`config.mk`:
```
export PLATFORM = sky130hd
export DESIGN_NAME = tmee_ram
export DESIGN_NICKNAME = d
export VERILOG_FILES = /design/src/sv/tmee_ram.sv
export SDC_FILE = /design/constraint.sdc
export NUM_CORES = 1
export LEC_CHECK = 0
export ABC_AREA = 1
export ABC_CLOCK_PERIOD_IN_PS = 2100
export BUFFER_PORTS_ARGS = -buffer_cell sky130_fd_sc_hd__buf_2
export CORE_MARGIN = 3
export CORE_UTILIZATION = 40
export CTS_CLUSTER_DIAMETER = 150
export DETAILED_ROUTE_END_ITERATION = 16
export MAX_ROUTING_LAYER = met4
export PLACE_DENSITY = 0.54
export SLEW_MARGIN = 20
export SYNTH_ARGS = -nofsm -noshare
export SYNTH_HDL_FRONTEND = slang
export SYNTH_SLANG_ARGS = --single-unit
```
`constraint.sdc`:
```
create_clock -name clk -period 2.1 [get_ports clk]
set_input_delay 0.105 -clock clk [delete_from_list [all_inputs] [get_ports clk]]
set_output_delay 0.105 -clock clk [all_outputs]
set_load 0.02 [all_outputs]
```
`src/sv/tmee_ram.sv`:
```
// ---------------------------------------------------------------------------
// Generic RAM
// One write port, one read port, read data registered.
// ---------------------------------------------------------------------------
`default_nettype none

module tmee_ram #(
  parameter int WIDTH = 8,
  parameter int DEPTH = 16
) (
  input  wire logic                     clk,
  input  wire logic                     we,
  input  wire logic [$clog2(DEPTH)-1:0] waddr,
  input  wire logic [WIDTH-1:0]         wdata,
  input  wire logic [$clog2(DEPTH)-1:0] raddr,
  output logic      [WIDTH-1:0]         rdata
);

  logic [WIDTH-1:0] mem [DEPTH];

  always_ff @(posedge clk) begin
    if (we) begin
      mem[waddr] <= wdata;
    end
    rdata <= mem[raddr];
  end

endmodule

`default_nettype wire

```
* After elaboration in Yosys (flattened, before gate mapping)
Memories as Yosys holds them, arrays and structs flattened. A register that Yosys moved wholly into a read port is not among the register bits. Index checks and enable logic that the tools add are counted.
Storage, ports and cells: input port bits 18, logic and storage cells 3, memories 1, RAM bits 128, bits in registers 0
Operators by class: multiplexer cells 2
Memory list:
- mem | depth 16, bits a word 8, rd ports 1, clocked after memory_dff 1, wr ports 1, line 19 | logic [WIDTH-1:0] mem [DEPTH];
Operator list (count):
- $mux 1 | 2

* Longest topological paths before layout
word-level depth 2, gate-level depth with buffers 8, depth with buffers taken out 7

* Least setup slack after synthesis
Ideal clock, no wire load.
path kind in2reg, start point in waddr[2], end point mem mem[10][0], enable pin, setup time 370 ps, data required time 1730 ps, data arrival time 686 ps, slack 1044 ps, stages on the path 2, path through nand3b_1 > nor2_1
RTL lines:
- start: declaration | line 13 | input wire logic [$clog2(DEPTH)-1:0] waddr,
- end: declaration | line 19
Straight into the memory's write port.

* Worst setup path in the final report
start point in waddr[3], end point mem mem[4][3], enable pin
Straight into the memory's write port.

==> results <==
- The capturing element type of the critical path is a flop.
- The setup path with the least slack is of type in2reg.
- The total wirelength of the detailed-routed design is 12900 um.
- The top cell types in the final layout, fill and taps aside, are nand2_1 (173), edfxtp_1 (128), inv_1 (100).
- The total number of nets in the final design is 597.
- The worst hold path belongs to the class in2reg.
- The final estimated routing congestion in global placement is 0.816.
- The die footprint is 0.0159 mm^2.
- The number of buffers inserted during clock tree synthesis is 17.
- The count of endpoints failing hold in the final timing report came to 0.
- For this design the ratio of total power to cell area is 974 mW/mm^2.
- The number of I/O port buffers is 25.
- The maximum number of pins on one net before global-route repair is 49.
- The H-tree was split into 4 levels.
- The detailed-routing iteration count for the pre-antenna-repair pass is 5.
- Detailed placement ended at an HPWL of 8020 um.
- The maximum net fanout on the critical path is 8.
- The height of the die is 126 um.
- In the finished design, the share of the clock period the worst path needs comes to 0.517.
- Setup violations remaining at the end of the flow were counted as 0.
- The synthesized instance count is 551.
- The first global-routing pass estimated 20500 um of wire.
- Summing every instance area after synthesis gives 0.00577 mm^2.
- The initial antenna violation count is 0.
- The initial DRC count is 251.
- Together, buffers and inverters on the worst path number 1.
- The met2 track utilization from global routing is 0.255.
- Across every metal layer, demand over resource in global routing totals 0.179.
- Setup repair after global routing left no endpoint under its margin.
- The post-route minimum period is 1090 ps.
- The via count is 3637.
- The flow ran to the end, and the final reports show no timing, DRC or antenna violations.
- IR analysis of the VDD net gives a maximum drop of 0.534 mV.
- The arrival time at the worst endpoint is 1120 ps.
- In this run the worst setup path begins at waddr[3].
- The number of antenna diodes in the final layout is 0.
- The die extent in x is 126 um.
- For the pin with the worst max-slew slack, the measured transition is 773 ps.
- For this configuration, the core starts out at a cell density of 0.412.
- The critical path goes through buf_2 -> nand3b_1 -> nor2_1.
- The via count of the first global-routing pass is 3551.
- The routing layer with the top usage in global route is met2.
- The area growth from synthesis to layout is 15.2%.
- The leakage power is 2.86 nW.
- The tool flagged a number of max-cap violations equal to 0.
- The fraction of met1 tracks used by global routing is 0.248.
- Counting every sink on the clock net gives 136.
- The number of distinct library cells after synthesis is 12.
- The total power is 0.00647 W.
- The area of the multi-input gates is 0.00121 mm^2.
- Hold repair after CTS inserted 0 buffers.
- The detailed-route wire length per cell is 16.7 um.
- The sequential cell area in the final layout is 0.00400 mm^2.
- The net count after synthesis is 569.
- The setup skew after layout is 6.48 ps.
- For the worst setup path, the data required time is 2140 ps.
- The post-CTS repair timing setup buffer count is 0.
- The kind of cell with the highest combined delay on the critical path is simple AND/OR/NAND/NOR gates.
- The startpoint of the tightest hold check path is raddr[3].
- After clock tree synthesis, the clock-pin slew on the worst setup and hold paths is 60 ps.
- After floorplanning, the core was divided into 43 placement rows.
- Of the cells placed in the final design, the portion with a size suffix greater than 1 is 0.108.
- Counting along the longest clock path gives a buffer depth of 2.
- In this run the tightest slew margin relative to its limit is 0.483.
- The maximum clock rate is 921 MHz.
- The part of the Yosys area used for sequential elements is 0.694.
- The worst path meets setup with 1010 ps of slack.
- The launching element type of the critical path is an input port.
- 26 I/O pins were placed.
- The launch point of the worst reg-to-reg path is mem[8][4]$_DFFE_PP_.
- The filler cell count in the final layout is 1320.
- For this run, global-route usage on met3 was measured as 0.0369.
- The number of gates resized after CTS was 0.
- After global routing the overflow that remains totals 0.
- In this run the standard cell core region covers 0.0140 mm^2.
- After detailed routing, the number of vias per cell comes to 4.71.
- The later pin in the worst-skew pair is clocked with a latency of 410 ps.
- The most common library cell in the layout ignoring fill and taps is nand2_1.
- The synthesized design contains 136 register bits.
- A synthesized cell averages 10.5 um^2.
- Setup total negative slack on the finished layout was measured at 0 ps.
- The total DRC errors in the routed layout is 0.
- The max-slew violation total from the final report is 0.
- The clock tree root driver cell is clkbuf_16.
- For this run, the slowest stage of the critical path takes 640 ps.
- TritonCTS built the clock tree.
- The Yosys step of the flow raised 0 warnings.
- Prior to clock tree synthesis, the placed netlist has a worst setup slack of 589 ps.
- The number of nets with antenna violations after routing is 0.
- For this design, the slowest cell found on the critical path is nor2_1.
[flip-flops by register name (all words and copies together) (netlist names)]
signal  count
mem       128
rdata       8
[metrics by stage]
step	std cells	utilization	cell area [um^2]	hold WS (ps)
floorplan	551	-	5770	204
detailed placement	740	0.431	6020	491
global placement	740	0.431	6020	487
CTS	772	0.475	6640	47.1
finish	772	0.475	6640	67.5
global route	772	0.475	6640	61.4
[synth_stat cells, drive strengths merged]
cell type / instances / area (um^2)
nand3: 97 / 485
inv: 102 / 383
edfxtp: 128 / 3840
nor2: 17 / 63.8
buf: 24 / 166
nand3b: 2 / 15.0
dfxtp: 8 / 160
nand2: 173 / 649
[area by class of cell]
| class | count | area share |
|---|---|---|
| sequential | 136 | 0.603 |
| inverter | 102 | 0.0576 |
| clock buffer | 24 | 0.0755 |
| tap | 180 | 0.0339 |
| timing repair buffer | 33 | 0.0298 |
| multi-input combinational | 289 | 0.183 |
| clock inverter | 8 | 0.0175 |
[routing by layer]
metal,wire length [um],vias to the layer above
li1,-,1829
met1,6220,1688
met2,5680,97
met3,598,23
met4,383,0
met5,0,-
[worst paths after layout]
check	to	slack, ps	depth (start not counted)
worst min-delay path	rdata[3]$_DFF_P_	70	3
worst max-delay path	mem[4][3]$_DFFE_PP_	1010	3
worst max register to register	rdata[4]$_DFF_P_	1030	6
worst min register to register	rdata[2]$_DFF_P_	660	6
[worst reg2reg max path: cells and delay by family, from the launching register on]
| family | cells | cell delay (ps) |
|---|---|---|
| simple gates | 5 | 530 |
| buf+inv | 1 | 70 |
| flops | 1 | 360 |
[cell families (layout without fill, tap and decap cells)]
logic type             after synthesis  count (layout)  synth area share
buffers and inverters              126             167            0.0952
and+or+nand+nor                    289             289             0.210
DFF                                136             136             0.694
[report_power, final]
group,internal [W],switching [W],total [W],leakage (nW)
Sequential,0.00304,0.0000143,0.00305,1.22
Combinational,0.000103,0.000280,0.000383,1.34
Clock,0.00201,0.00102,0.00304,0.304
Total,0.00515,0.00132,0.00647,2.86
Power figures use the tool's default switching activity.
